### config.mk
export PLATFORM = sky130hd
export DESIGN_NAME = kst_ram
export DESIGN_NICKNAME = d
export VERILOG_FILES = /design/src/kst_ram.sv
export SDC_FILE = /design/constraint.sdc
export NUM_CORES = 2
export LEC_CHECK = 0
export ABC_AREA = 1
export BUFFER_PORTS_ARGS = -buffer_cell sky130_fd_sc_hd__buf_2
export CAP_MARGIN = 40
export CORE_UTILIZATION = 25
export DETAILED_ROUTE_END_ITERATION = 16
export PLACE_DENSITY_LB_ADDON = 0.2
export SLEW_MARGIN = 20
export SYNTH_ARGS = -nofsm -noshare
export SYNTH_HDL_FRONTEND = slang
export SYNTH_SLANG_ARGS = --single-unit
### constraint.sdc
create_clock -name clk -period 23.6 [get_ports clk]
set_input_delay 4.72 -clock clk [delete_from_list [all_inputs] [get_ports clk]]
set_output_delay 4.72 -clock clk [all_outputs]
set_load 0.03 [all_outputs]
### src/kst_ram.sv
`timescale 1ns / 1ps
module kst_ram #(
	parameter int WIDTH = 64,
	parameter int DEPTH = 64,
	parameter int ADDR_W = (DEPTH > 1) ? $clog2(DEPTH) : 1
) (
	input  logic              clk,
	input  logic              we,
	input  logic [ADDR_W-1:0] waddr,
	input  logic [WIDTH-1:0]  wdata,
	input  logic              re,
	input  logic [ADDR_W-1:0] raddr,
	output logic [WIDTH-1:0]  rdata
);

	logic [WIDTH-1:0] mem [DEPTH];

	// write port
	always_ff @(posedge clk) begin
		if (we) begin
			mem[waddr] <= wdata;
		end
	end

	// registered read port
	always_ff @(posedge clk) begin
		if (re) begin
			rdata <= mem[raddr];
		end
	end

endmodule

======== Word level (Yosys, flattened, before mapping) ========
Memory sizes are Yosys's and may differ from the RTL's. A register that Yosys moved wholly into a read port is not among the register bits.
Index checks and enable logic that the tools add are counted.
word-level totals
  bits in registers ....................... 0
  RAM bits ................................ 4,096
  bits of input ports ..................... 79
  output and inout port bits .............. 64
  word-level logic and storage cells ...... 3
  memories kept ........................... 1
memory list
  memory  words  width  rd ports  clocked after memory_dff  wr ports  line  source
  mem     64     64     1         1                         1         16    logic [WIDTH-1:0] mem [DEPTH];
operators by class
  multiplexer cells ....................... 2
operator list
  cell    count
  $mux 1  2

======== Longest topological paths before layout ========
  depth after elaboration ................. 2
  mapped depth ............................ 13
  depth with buffers taken out ............ 9

======== Least setup slack after synthesis ========
OpenSTA, ideal clock, no wires.
  kind .................................... input -> register
  start ................................... in we
  end ..................................... mem mem[48][0], enable pin
  library setup time ...................... 0.646 ns
  arrival time ............................ 11.356 ns
  data required time ...................... 22.954 ns
  setup slack ............................. 11.598 ns
  stages .................................. 3
  path through ............................ clkbuf_1 > nand4_1 > nor4_1
on the way
  cells in the longest elaborated chain, start to end .. 2
RTL lines
  item                          line  source
  start, declared               8     input logic we,
  $mux 1                        20    if (we) begin
  $mux 1 (implied by the code)  21    mem[waddr] <= wdata;
  end, declared                 16
No other way between the ends.

==> out/results.ini <==
[logic_synthesis]
muxShareOfSynthArea_pct = 0
yosys.cell_types.count = 15
ys_seq_area_share_pct = 75.3
synth_fp_nets = 13484
synth_xor_area_share_pct = 0
synth_async_sr_flop_share_pct = 0
post-synth-top-area-fraction_pct = 75.3
synth_edf_count = 4160
syn_area_per_cell_um2 = 12.4
yosysTopAreaCell = edfxtp_1
ys_top_cells_by_count = nand2_1, edfxtp_1, nand3_1, buf_2, clkbuf_1
ys_ff_latch = 4160
synth-compound-area-share_pct = 0
synth_top_flop_cell = edfxtp_1
synth_area_um2 = 166000
yosys.area_share.simple_pct = 21.8
synthAdderAreaFrac_pct = 0
synthCells = 13405
yosysWarnings = 0
synth_most_common_cell = nand2_1
synth_top_family_by_area = simple AND/OR/NAND/NOR gates
ys_top_cells_by_area = edfxtp_1, nand3_1, nand2_1

[power]
max-vdd-ir-drop_uv = 61.4
power_density_nw_per_um2 = 83.4
static-leakage-power_uw = 0.0661

[hold_path]
hold_start = mem[8][45]
min_path_type = reg2reg

[critical_path]
cp.required_ns = 24.49
slowest_delay_ns = 0.72
cp-start-kind = input port
end_kind = register
crit_start = raddr[0]
crit_chain = buf_12, buf_4, buf_4, buf_4, buf_4, buf_4, nand2_1, nand3_1, nand3_1, nand3_1, nand3_1, nand2_1, nand2_1, nand2_1
crit_arrival_ns = 9.19
path_common_cell = buf_4
r2r-start = mem[39][29]
cp_slowest_cell = buf_4
crit_type = in2reg
cp_max_fo = 66

[sta]
min_period_over_period_pct = 35.1
setup_violations = 0
grt_setup_unrepaired = false
min_period_ns = 8.29
fmax_mhz = 121
fin_tns_setup_ns = 0
worst_pin_slew_ns = 1.09
maxSlewViolCount = 0
relSlewSlack_pct = 27.2
hold_viol = 0
finClkSkew_ns = 0.0497

[layout]
multi_input_area_um2 = 36600
register_area_um2 = 125000
final_nets = 13595
fillers = 67110
fin_util_pct = 29.3
drive_gt1_share_pct = 9.10
area_growth_pct = 16.6

[placement]
gp_congestion = 0.737
dp_hpwl_um = 325000
numPortBuffers = 142

[detailed_routing]
wl_per_cell_um = 27.9
wirelength_um = 631000
dr.pass1.iters = 11
first_iter_violations = 10611
via_count = 108128
drc = 8
postRouteAntennaNets = 0
via_per_inst = 4.78

[clocking]
cts.htree.levels = 5
cts_made_buffers = 432
cts_root_buf = clkbuf_16
clk_pin_slew_ns = 0.06
clock_path_buffers = 4
insertion_delay_ns = 1.05
post_cts_buffers = 0
cts_resized = 0
cts_tree = yes
hold_buffers = 0
cts.sink_count = 4160

[status]
violations = design-rule violations
status = finished with violations

[floorplan]
io_pins = 143
die-area_um2 = 667000
die_h_um = 817
coreArea_um2 = 660000
initial_core_util_pct = 25.1
rows = 298
die_w_um = 817

[global_routing]
grt_max_degree = 191
grt_pass1_vias = 102829
antenna_found_initial = 67
grt_use_total_pct = 18.2
globalRouteOverflowTotal = 0
grt_pass1_wl_um = 870000

[run]
max_cap_viol_count = 0

stage by stage:
step                std cells  instance area [µm²]  worst slack [ns]  hold WS, ns  power (µW)
floorplan               13405               166000             11.60        0.797        8890
global placement        21625               176000             13.85        0.868        9330
detailed placement      21771               179000             14.00        0.859        9370
CTS                     22575               193000             15.12        0.875       16300
global route            22597               193000             15.09        0.954       16600
finish                  22620               194000             15.31        0.870       16100
flip-flops by register name, summed over array words and instances (netlist names):
register and cells:
rdata 64, mem 4096
cells in the final DEF (no fill, tap or decap), drive strengths merged:
cell,count
nor4,8
diode,34
bufinv,47
inv,26
clkinv,199
nor2,56
nand4,9
clkinvlp,18
buf,574
edfxtp,4160
nand3,3847
nand2,4416
clkbuf,526
worst max-delay path: cells and delay by family:
family                 cells  cell delay (ns)
AND/OR/NAND/NOR            8             0.89
buffers and inverters      6             3.27
cell type report:
type	count	share of cell area, %
flip-flops and latches	4160	64.5
multi-input cells	8336	18.9
clock buffers	526	5.85
well taps	8700	5.62
repair buffers	574	3.57
clock inverters	278	1.39
inverters	12	0.0543
diodes	34	0.0440
cell families after synthesis:
kind of cell,Yosys count
buffers and inverters,909
flip-flops,4160
AND/OR/NAND/NOR,8336
final timing paths:
path                to  slack [ns]  depth (start not counted)
min reg2reg  rdata[45]        0.87                          8
min          rdata[45]        0.87                          8
max          rdata[63]       15.31                         14
max reg2reg  rdata[29]       21.66                          8
power by group:
part           total (µW)  switching [µW]  internal [µW]  leakage [µW]
combinational         974             729            245        0.0218
clock                6930            3010           3920       0.00684
sequential           8230            33.0           8190        0.0375
total               16100            3770          12400        0.0661
layer usage:
| layer | wire length (µm) | vias to the layer above | global-route usage, % |
|---|---|---|---|
| met3 | 29400 | 720 | 2.01 |
| met5 | 94 | - | 0 |
| met1 | 275000 | 56274 | 24.5 |
| li1 | - | 48242 | - |
| met2 | 312000 | 2878 | 31.6 |
| met4 | 14800 | 14 | 4.13 |
(Power assumes the default switching activity.)
