===== config.mk =====
export PLATFORM = sky130hd
export DESIGN_NAME = kst_alu
export DESIGN_NICKNAME = d
export VERILOG_FILES = /design/src/kst_pkg.sv /design/src/kst_alu.sv
export SDC_FILE = /design/constraint.sdc
export NUM_CORES = 1
export LEC_CHECK = 0
export BUFFER_PORTS_ARGS = -buffer_cell sky130_fd_sc_hd__buf_2
export CORE_MARGIN = 5
export CORE_UTILIZATION = 25
export DETAILED_ROUTE_END_ITERATION = 10
export GPL_ROUTABILITY_DRIVEN = 0
export GPL_TIMING_DRIVEN = 0
export PLACE_DENSITY_LB_ADDON = 0.08
export SLEW_MARGIN = 20
export SYNTH_ARGS = -nofsm -noshare
export SYNTH_HDL_FRONTEND = slang
export SYNTH_SLANG_ARGS = --single-unit

===== constraint.sdc =====
create_clock -name vclk -period 4.8
set_input_delay 0.48 -clock vclk [all_inputs]
set_output_delay 0.48 -clock vclk [all_outputs]
set_load 0.03 [all_outputs]

===== src/kst_pkg.sv =====
`timescale 1ns / 1ps
package kst_pkg;

	// table geometry
	localparam int TABLE_ENTRIES = 64;
	localparam int IDX_W = (TABLE_ENTRIES > 1) ? $clog2(TABLE_ENTRIES) : 1;
	localparam int CNT_W = $clog2(TABLE_ENTRIES + 1);
	localparam int DATA_W = 64;

	// command codes
	localparam logic [1:0] CMD_ADD     = 2'd0;
	localparam logic [1:0] CMD_EXTRACT = 2'd1;
	localparam logic [1:0] CMD_CLEAR   = 2'd2;

	// status codes
	localparam logic [1:0] ST_OK    = 2'd0;
	localparam logic [1:0] ST_BELOW = 2'd1;
	localparam logic [1:0] ST_ABOVE = 2'd2;
	localparam logic [1:0] ST_FULL  = 2'd3;

	// value width codes
	localparam logic [1:0] KIND_8  = 2'd0;
	localparam logic [1:0] KIND_16 = 2'd1;
	localparam logic [1:0] KIND_32 = 2'd2;
	localparam logic [1:0] KIND_64 = 2'd3;

	// request word
	typedef struct packed {
		logic [1:0]          command;
		logic signed [63:0]  key;
		logic                key_is_null;
		logic signed [63:0]  value;
		logic                value_is_null;
	} req_t;

	// response word
	typedef struct packed {
		logic [1:0]          status;
		logic                entry_valid;
		logic signed [63:0]  out_key;
		logic signed [63:0]  out_sum;
		logic                last;
	} rsp_t;

	// sign-extend from the configured value width
	function automatic logic [63:0] sext_kind(input logic [63:0] v, input logic [1:0] kind);
		logic [63:0] r;
		case (kind)
			KIND_8:  r = {{56{v[7]}}, v[7:0]};
			KIND_16: r = {{48{v[15]}}, v[15:0]};
			KIND_32: r = {{32{v[31]}}, v[31:0]};
			default: r = v;
		endcase
		return r;
	endfunction

	// sign bit at the configured value width
	function automatic logic sign_kind(input logic [63:0] v, input logic [1:0] kind);
		logic r;
		case (kind)
			KIND_8:  r = v[7];
			KIND_16: r = v[15];
			KIND_32: r = v[31];
			default: r = v[63];
		endcase
		return r;
	endfunction

endpackage


===== src/kst_alu.sv =====
`timescale 1ns / 1ps
module kst_alu (
	input  logic [1:0]  kind,
	input  logic [63:0] acc,
	input  logic [63:0] addend,
	output logic [63:0] sum,
	output logic        ovf,
	output logic [1:0]  ovf_status
);
	import kst_pkg::*;

	logic [63:0] a;
	logic [63:0] b;
	logic        sa;
	logic        sb;
	logic        sr;

	// both operands reread at the configured width
	assign a = sext_kind(acc, kind);
	assign b = sext_kind(addend, kind);
	assign sum = a + b;

	// overflow at width w: same operand signs, result sign differs
	assign sa = sign_kind(a, kind);
	assign sb = sign_kind(b, kind);
	assign sr = sign_kind(sum, kind);
	assign ovf = (sa == sb) && (sr != sa);
	assign ovf_status = sa ? ST_BELOW : ST_ABOVE;

endmodule


# Word-level counts from Yosys, hierarchy flattened

Index checks and enable logic that the tools add are counted.

Input port bits: 130
Output and inout bits: 67
Latch bits: 0
Bits in writable memories: 0
ROM bits: 0
Bits in registers: 0
Word-level logic and storage cells: 13
Memories: 0

$add $sub $neg: 1
Reduce and logical (&&, ||, !) cells: 2
Multiplexer cells: 6
$mul: 0
Div/mod/pow operators: 0
$lt $le $gt $ge: 0
Equality and inequality tests: 4
Bitwise logic cells: 0
Shift operators: 0

Operators with widths:

| cell                                          | number |
|---|---|
| one-hot mux 64 bit (3 select lines)           | 2 |
| adder 64 bit                                  | 1 |
| one-hot mux 1 bit (3 select lines)            | 3 |
| == test 2 x 1 -> 1 bit, second input constant | 1 |
| == test 2 bit, second input constant          | 1 |
| logical NOT 2 bit                             | 1 |
| 2-to-1 mux 2 bit                              | 1 |
| == test 1 bit                                 | 1 |
| logical AND 1 bit                             | 1 |
| != test 1 bit                                 | 1 |

# Logic depth before layout (Yosys ltp)

Gate-level depths: netlist of the first run.

Depth after elaboration: 6
Depth in mapped cells: 16
Depth with buffers taken out: 13

# Worst setup path after synthesis of the first run

Ideal clock, no wire load.

Kind: input to output
Start point: in kind[1]
End point: out sum[57]
Buffers on the path: 3
Arrival: 4008 ps
Data required time: 4320 ps
Cell stages on the path: 16
Setup slack: 312 ps
Cells stage by stage: clkbuf_1 > clkbuf_1 > clkbuf_1 > nor2_1 > nand2_1 > nand2_1 > ha_1 > and2_2 > nand2_2 > or3_4 > o2111ai_2 > o211ai_4 > o31ai_4 > a211oi_2 > o41ai_2 > xor2_1

Word-level cells in the longest chain between the ends: 3
Elaborated cells on any way between the ends: 6
Those cells by class: add/sub (1); eq/ne (2); mux (2); reduce/logical (1)

RTL lines:

| element                               | line          | text |
|---|---|---|
| start, declared                       | kst_alu.sv:3  | `input logic [1:0] kind,` |
| == test 2 bit (tied with other cells) | kst_pkg.sv:48 | `case (kind)` |
| one-hot mux 64 bit (3 select lines)   | kst_pkg.sv:48 |  |
| adder 64 bit (*)                      | kst_alu.sv:21 | `assign sum = a + b;` |
| end, declared                         | kst_alu.sv:6  | `output logic [63:0] sum,` |

Every way passes the cells marked *; elsewhere a longest branch is shown, timed or not.

# Worst setup path in the final report of the first run

Start point: in kind[0]
End point: out sum[62]

The elaborated chain is that of the path after synthesis.

==> impl_results.md, run 1 <==
- P&R area growth vs syn: 30.6%
- Critical Path RT: 4.32 ns
- Via Count: around 5,800
- Effective utilization at floorplan: between 20% and 30%
- Seq cells: 0
- Tcrit/Tclk final: a little over nine tenths
- Worst slew pin tran: roughly 0.47 ns
- Worst Hold Slack: between 1 and 1.5 ns
- Max VDD drop: between 150 and 200 uV
- Largest net degree at the start of global routing: 11
- Setup TNS: 0 ns
- Post-Route WL: about 18,000 um
- Vias in the first global route: 5,883
- Hold Path Class: in -> out
- Pins Over Slew Limit: 0
- Drt wl/cell: 16.1 um
- Largest area contributor in the netlist: ha_1
- Critical path endpoint category: output pin
- Vias per inst: 5.09
- GRT Util Overall: between 15 and 20%
- YS warnings: 0
- RSZ-0062 raised after global routing: no
- Remaining DRCs: 0
- Layout clock buffers: 0
- Std-Cell Rows: 50
- Layout fillers: ~2,200
- Overall power: about 1.8 mW
- Slew Limit Headroom: roughly two thirds
- DR pass1 iterations: 5
- Status: finished, final reports clean
- First-pass GRT wire length: 29,200 um
- Initial antenna violation count: 1
- Fmax: about 0.22 GHz
- P_leak: about 3.1 nW
- Synthesized net count: between 900 and 1,000
- Fin crit period: about 4.6 ns
- Final Setup Violations: 0
- Seq/Total Area, Yosys: 0%
- MaxCap Viol Count: 0
- Core area: around 19,000 um2
- Final Hold Viols: 0
- Final #Nets: 1,106
- Hold_buf cts: 0
- Post-route ant nets: 0
- Setup CP Type: in -> out
- Die Ht: 148 um
- Unique cell type count in the Yosys netlist: 68
- Critical Path Source Type: input pin
- Die area: about 22,000 um2
- Post-synth top area share: 16.5%
- Ant. Diodes: 0
- Syn Area/Cell: ~6.7 um2
- Critical Path AT: between 4 and 5 ns
- Worst-path fanout max: 10
- Post-Synthesis Cells: around 720
- Iter 0 DRT Violations: between 150 and 200
- Top cells by area, synth: ha_1 16%, o21a_1 11%, a21o_1 11%
- Flip-flop and latch area: 0 um2
- Pwr/cell area: 286 nW/um2
- Die width: around 150 um
- Area of the multi-input gates: between 4000 and 5000 um2
- Share of cells above drive strength 1: between 20% and 30%
- Port Buffers: a little under 200
- Dpl hpwl: roughly 16,000 um
- Synth Cell Area: between 4000 and 5000 um2
- Grt ovf: 0
- Io pins: 197
## worst paths after layout
| kind | from | to | slack (ns) | cells after the start |
|---|---|---|---|---|
| setup / recovery | kind[0] | sum[62] | 0.15 | 15 |
| hold / removal | addend[0] | sum[0] | 1.32 | 3 |
## kinds of logic (layout without fill, tap and decap cells)
logic type / count (synthesis) / in the layout / synth area share, %
adder cells (fa/ha/maj): 64 / 64 / 16.9
AO/OA/AOI/OAI: 339 / 339 / 47.9
XOR/XNOR: 62 / 62 / 11.4
multiplexers: 4 / 4 / 0.838
AND/OR/NAND/NOR: 181 / 181 / 17.5
buffers and inverters: 65 / 260 / 5.44
## what timing repair did
item / 4_1_cts / 5_1_grt
gates resized for setup: 25 / 45
buffers inserted: 1 / 1
pin swaps: 1 / 3
endpoints found under the setup margin: 28 / 22
## report_power, final
| group | internal [mW] | switching (mW) |
|---|---|---|
| combinational | 0.616 | 1.17 |
| sequential | 0 | 0 |
| clock | 0 | 0 |
## cells in the final DEF, fill, tap and decap left out, drive strengths merged, types with 2 or more instances in the layout
| master | netlist | routed |
|---|---|---|
| o41ai | 2 | 2 |
| a211oi | 6 | 6 |
| nor2b | 5 | 5 |
| buf | 8 | 208 |
| xnor2 | 34 | 34 |
| nand3 | 7 | 7 |
| or2 | 3 | 3 |
| nor3 | 11 | 11 |
| o221ai | 2 | 2 |
| nand2b | 3 | 3 |
| o2111ai | 2 | 2 |
| nor2 | 39 | 39 |
| and3 | 6 | 6 |
| o211ai | 8 | 8 |
| o31ai | 2 | 2 |
| o211a | 2 | 2 |
| o21a | 72 | 72 |
| mux2i | 4 | 4 |
| o21ai | 61 | 61 |
| a21boi | 2 | 2 |
| o21bai | 11 | 11 |
| o21ba | 2 | 2 |
| a21oi | 72 | 72 |
| ha | 63 | 63 |
| xor2 | 28 | 28 |
| a31oi | 9 | 9 |
| clkbuf | 39 | 34 |
| nand2 | 79 | 79 |
| a311oi | 3 | 3 |
| a21o | 68 | 68 |
| nand4 | 11 | 11 |
| inv | 18 | 18 |
| and2 | 6 | 6 |
| a211o | 3 | 3 |
| or3 | 6 | 6 |
## layer usage
metal | vias up | part of all wire (%) | GRT usage, %
li1 | 3033 | - | -
met1 | 2637 | 47 | 21.5
met2 | 148 | 46 | 27.1
met3 | 8 | 5.9 | 2.35
met4 | 2 | 0.58 | 0.970
met5 | - | 0.038 | 0
## cell usage after synthesis, types with 3 or more instances
cell type / count
nor2b_1: 5
nor3_1: 11
nor2_1: 39
nand2b_1: 3
a211o_1: 3
a211oi_1: 5
a311oi_1: 3
mux2i_1: 4
xnor2_1: 34
o21ai_1: 8
o211ai_1: 7
inv_1: 18
a31oi_1: 9
xor2_1: 28
a21oi_1: 72
nand4_1: 11
buf_2: 6
o21bai_1: 11
o21a_1: 72
a21o_1: 67
clkbuf_1: 38
or3_1: 4
and2_1: 4
nand3_1: 7
o21ai_0: 53
and3_1: 6
nand2_1: 78
ha_1: 63
## worst max-delay path, cell delays in order
cell      delay (ns)
clkbuf_4        0.20
mux2i_4         0.36
nor2_4          0.11
clkbuf_2        0.20
a21o_1          0.18
ha_1            0.26
buf_2           0.20
and3_2          0.26
nand2_1         0.10
a211o_1         0.34
a2111o_1        0.43
o21a_2          0.27
o41ai_2         0.31
xor2_1          0.24
buf_4           0.20
## layout make-up
type               instances  area share (%)
plain buffers             45            3.45
inverters                 18            1.08
multi-input cells        650            74.8
well taps                234            4.69
repair buffers           197            15.9
## through the flow
stage | cells | instance area [um2] | setup slack [ns] | util, %
2_1_floorplan | 715 | 4780 | 0.312 | -
6_report | 1144 | 6240 | 0.152 | 33.3
3_5_place_dp | 1144 | 6050 | -0.542 | 32.2
4_1_cts | 1145 | 6140 | -0.0160 | 32.7
5_1_grt | 1144 | 6240 | 0.00424 | 33.3
3_3_place_gp | 1144 | 6050 | -0.603 | 32.2
Power figures use the tool's default switching activity.
==> inputs of run 2 (changes only) <==
ABC_AREA = 1   (was not set)
==> impl_results.md, run 2 <==
- Initial antenna violation count: 0
- MaxCap Viol Count: 0
- Largest net degree at the start of global routing: 11
- Tcrit/Tclk final: 93.7%
- Area of the multi-input gates: 5170 um2
- Cell area after layout: approximately 7500 um2
- Post-route ant nets: 0
- Std-Cell Rows: 57
- P_leak: roughly 4.2 nW
- Vias in the first global route: 7,777
- Final #Nets: between 1,500 and 2,000
- Most frequent cell after synthesis: nand2_1
- Largest area contributor in the netlist: nand2_1
- Synth Cell Area: around 6100 um2
- Top cells by area, synth: nand2_1 21%, ha_1 13%, inv_1 13%
- YS warnings: 0
- Slew Limit Headroom: 56.6%
- First-pass GRT wire length: between 40,000 and 50,000 um
- Setup TNS: 0 ns
- Overall power: 2.04 mW
- Post-Route WL: around 26,000 um
- Ant. Diodes: 0
- Die area: 27,700 um2
- Most used cell, CP: a21oi_1
- Critical path endpoint category: output pin
- Post-CTS setup buffers: 0
- Dpl hpwl: roughly 24,000 um
- Share of cells above drive strength 1: 18.5%
- Core area: between 20,000 and 25,000 um2
- Critical Path Source Type: input pin
- Slowest stage cell, crit path: clkbuf_1
- P&R area growth vs syn: 22.7%
- CP max stage delay: roughly 0.51 ns
- Worst path cell trace: buf_2, buf_6, nand2_4, clkbuf_1, clkbuf_1, o21ai_0, inv_1, ha_1, a21oi_1, o21ai_0, a21oi_1, o21bai_1, a21oi_1, xnor2_1, buf_2
- Final Hold Viols: 0
- Pins Over Slew Limit: 0
- Io pins: 197
- Fin crit period: roughly 4.5 ns
- Crit path depth: 15
- Seq cells: 0
- Layout fillers: 2,940
- Unique cell type count in the Yosys netlist: 45
- CP delay by family, top: compound AO/OA/AOI/OAI gates
- Hold path depth: 3
- Via Count: 7,920
- Worst slew pin tran: roughly 0.65 ns
- Post-synth top cells: 338 x nand2_1, 207 x inv_1, 138 x nor2_1
- Max VDD drop: 122 uV
- Worst-path fanout max: 10
- DR pass1 iterations: 5
- Setup CP Type: in -> out
- Critical Path AT: roughly 4 ns
- Grt ovf: 0
- Remaining DRCs: 0
- Hold Path Class: in -> out
- Placed Area: about 7500 um2
- Syn Area/Cell: ~5 um2
- Final Setup Violations: 0
- Die width: between 150 and 200 um
- RSZ-0062 raised after global routing: no
- Most frequent cells in the layout: 338 x nand2_1, 207 x inv_1, 196 x buf_2, 138 x nor2_1, 113 x o21ai_0
- Fmax: 0.222 GHz
- Pwr/cell area: between 200 and 300 nW/um2
- Synthesized net count: between 1,000 and 1,500
- Seq/Total Area, Yosys: 0%
- Drt wl/cell: 15.1 um
- Iter 0 DRT Violations: 370
- Hold_buf cts: 0
- Most common cell after layout, fill and taps aside: nand2_1
- Port Buffers: slightly below 200
- Die Ht: ~170 um
- Effective utilization at floorplan: between 20% and 30%
- Critical Path RT: 4.32 ns
- Flip-flop and latch area: 0 um2
- CP bufs+invs: 6
- Layout clock buffers: 0
- Core Util, Final: 31.0%
- Post-synth top area share: approximately a fifth
- Vias per inst: 4.59
- Status: finished, final reports clean
- PostCTS Resize Cnt: 0
- Worst Hold Slack: 1.32 ns
- GRT Util Overall: 17.6%
- Post-Synthesis Cells: about 1,200
-- run 2: cell count changes after synthesis, sizes merged, moves of 23 or more --
cell / delta
o21ai: +61
inv: +202
o21a: -69
a21o: -60
xnor2: -23
nor2: +105
nand3: +52
nand2: +283
-- run 2: kinds of logic after synthesis --
group           share of synthesized area (%)
compound gates                           23.3
xor+xnor                                 6.44
fa+ha+maj                                13.2
buf+inv                                  15.5
simple gates                             41.6
-- run 2: worst paths after layout --
kind	startpoint	end	slack, ns
worst min-delay path	addend[0]	sum[0]	1.32
worst max-delay path	kind[0]	sum[46]	0.30
-- run 2: metrics by stage --
| step | instances | setup slack (ns) |
|---|---|---|
| 6_report | 1725 | 0.302 |
| 5_1_grt | 1725 | 0.0729 |
| 3_5_place_dp | 1725 | 0.309 |
| 4_1_cts | 1725 | 0.303 |
| 3_3_place_gp | 1725 | 0.302 |
| 2_1_floorplan | 1205 | 1.34 |
-- run 2: layout make-up --
| class | instances | area share (%) |
|---|---|---|
| Inverter | 221 | 11.2 |
| Multi-Input combinational cell | 960 | 68.9 |
| Tap cell | 324 | 5.40 |
| Buffer | 24 | 1.45 |
| Timing Repair Buffer | 196 | 13.1 |
-- run 2: power by group --
| part | switching (mW) | leakage, nW | internal (mW) | total [mW] |
|---|---|---|---|---|
| clock network | 0 | 0 | 0 | 0 |
| logic | 1.43 | 4.21 | 0.604 | 2.04 |
| registers | 0 | 0 | 0 | 0 |
| total | 1.43 | 4.21 | 0.604 | 2.04 |
-- run 2: layer usage --
layer / track usage [%] / wire length [um] / up-vias
li1: - / - / 4213
met1: 26.6 / 13500 / 3500
met2: 28.8 / 11200 / 197
met3: 1.12 / 1120 / 10
met4: 1.14 / 206 / 0
met5: 0 / 0 / -
==> inputs of run 3 (changes only) <==
PLACE_DENSITY_LB_ADDON = not set   (was 0.08)
clock period = 5.2 ns   (was 4.8 ns; I/O delays follow)
==> impl_results.md, run 3 (synthesized netlist as in run 2, its figures left out) <==
- Status: finished, final reports clean
- Seq cells: 0
- Hold_buf cts: 0
- Port Buffers: 196
- Pwr/cell area: between 200 and 250 nW/um2
- Final Setup Violations: 0
- Clk pwr share: 0%
- Sequential share of power: 0%
- Fmax: around 0.23 GHz
- Grt ovf: 0
- Critical path endpoint category: output pin
- Vias in the first global route: between 7,000 and 8,000
- Remaining DRCs: 0
- Largest net degree at the start of global routing: 11
- Max VDD drop: between 100 and 150 uV
- Hold Startpoint: addend[0]
- Most frequent cells in the layout: 338 x nand2_1, 207 x inv_1, 196 x buf_2, 138 x nor2_1, 113 x o21ai_0
- Ant. Diodes: 0
- Std-Cell Rows: 57
- PostCTS Resize Cnt: 0
- P&R area growth vs syn: 22.7%
- Vias per inst: between 4 and 5
- DP Worst Slack: slightly above 0.8 ns
- Most common cell after layout, fill and taps aside: nand2_1
- Core Util, Final: between 30% and 40%
- Int Pwr: approximately 0.56 mW
- Tcrit/Tclk final: a little under nine tenths
- Overall power: 1.87 mW
- Via Count: a little over 8,000
- Pins Over Slew Limit: 0
- DR pass1 iterations: 5
- Setup CP Type: in -> out
- Critical Path Source Type: input pin
- Die width: between 150 and 200 um
- GRT Util Overall: between 15 and 20%
- Cell area after layout: around 7500 um2
- Die Ht: 166 um
- Flip-flop and latch area: 0 um2
- Setup crit start: kind[0]
- RSZ-0062 raised after global routing: no
- Placed instance count: around 1,700
- Switching share of total power: ~70%
- Worst slew pin tran: roughly 0.66 ns
- Layout clock buffers: 0
- Slew Limit Headroom: around 56%
- Iter 0 DRT Violations: between 400 and 500
- Worst-path fanout max: 10
- Dpl hpwl: 22,500 um
- Hold Path Class: in -> out
- Final std cells w/o fill: roughly 1,700
- Io pins: ~200
- Final #Nets: 1,597
- Core area: 24,200 um2
- Critical Path RT: 4.68 ns
- Drt wl/cell: 14.4 um
- Fin worst setup slack: a little under 0.8 ns
- Die area: ~28,000 um2
- Setup TNS: 0 ns
- Post-CTS setup buffers: 0
- Worst Hold Slack: 1.40 ns
- MaxCap Viol Count: 0
- Layout fillers: around 2,800
- First-pass GRT wire length: approximately 39,000 um
- Comb power frac: 100.0%
- Initial antenna violation count: 0
- Share of cells above drive strength 1: 18.5%
- P_leak: roughly 4.2 nW
- Critical Path AT: 3.90 ns
- Fin crit period: ~4.4 ns
- Post-Route WL: approximately 25,000 um
- Placed Area: approximately 7500 um2
- Area of the multi-input gates: roughly 5200 um2
- Final Hold Viols: 0
- Post-route ant nets: 0
- NetSw: around 1.3 mW
- Effective utilization at floorplan: between 20% and 30%
run 3: cell counts in the layout (fill, tap and decap cells not counted):
No cell type changed its count.
run 3: power by group through the flow:
| stage | Combinational (mW) | Sequential [mW] | Clock (mW) |
|---|---|---|---|
| finish | 1.87 | 0 | 0 |
| global route | 2.04 | 0 | 0 |
| CTS | 1.86 | 0 | 0 |
| detailed placement | 1.86 | 0 | 0 |
| global placement | 1.85 | 0 | 0 |
| floorplan | 1.29 | 0 | 0 |
run 3: layer usage:
layer  share of wire [%]  GRT usage (%)  up-vias
li1                    -              -     4222
met1                  46           22.8     3593
met2                  45           28.4      278
met3                 6.5           2.24       27
met4                 2.0           3.17        0
met5                   0              0        -
run 3: path summary, 6_finish.rpt:
kind                  cells after the start  endpoint  slack [ns]
worst max-delay path                     16   sum[53]        0.78
worst min-delay path                      3    sum[0]        1.40
run 3: worst max-delay path, cell delays in order:
cell	delay (ns)
buf_2	0.12
buf_6	0.15
nand2_4	0.10
clkbuf_1	0.52
clkbuf_1	0.31
o21ai_0	0.15
inv_1	0.09
ha_1	0.28
a21oi_1	0.34
o21bai_1	0.14
a21oi_1	0.19
nand2_1	0.15
a211oi_1	0.39
nand3_1	0.13
nand2_1	0.11
buf_2	0.20
run 3: area by class of cell:
type	instances	area share (%)
Timing Repair Buffer	196	13.1
Inverter	221	11.2
Buffer	24	1.45
Multi-Input combinational cell	960	68.9
Tap cell	324	5.40
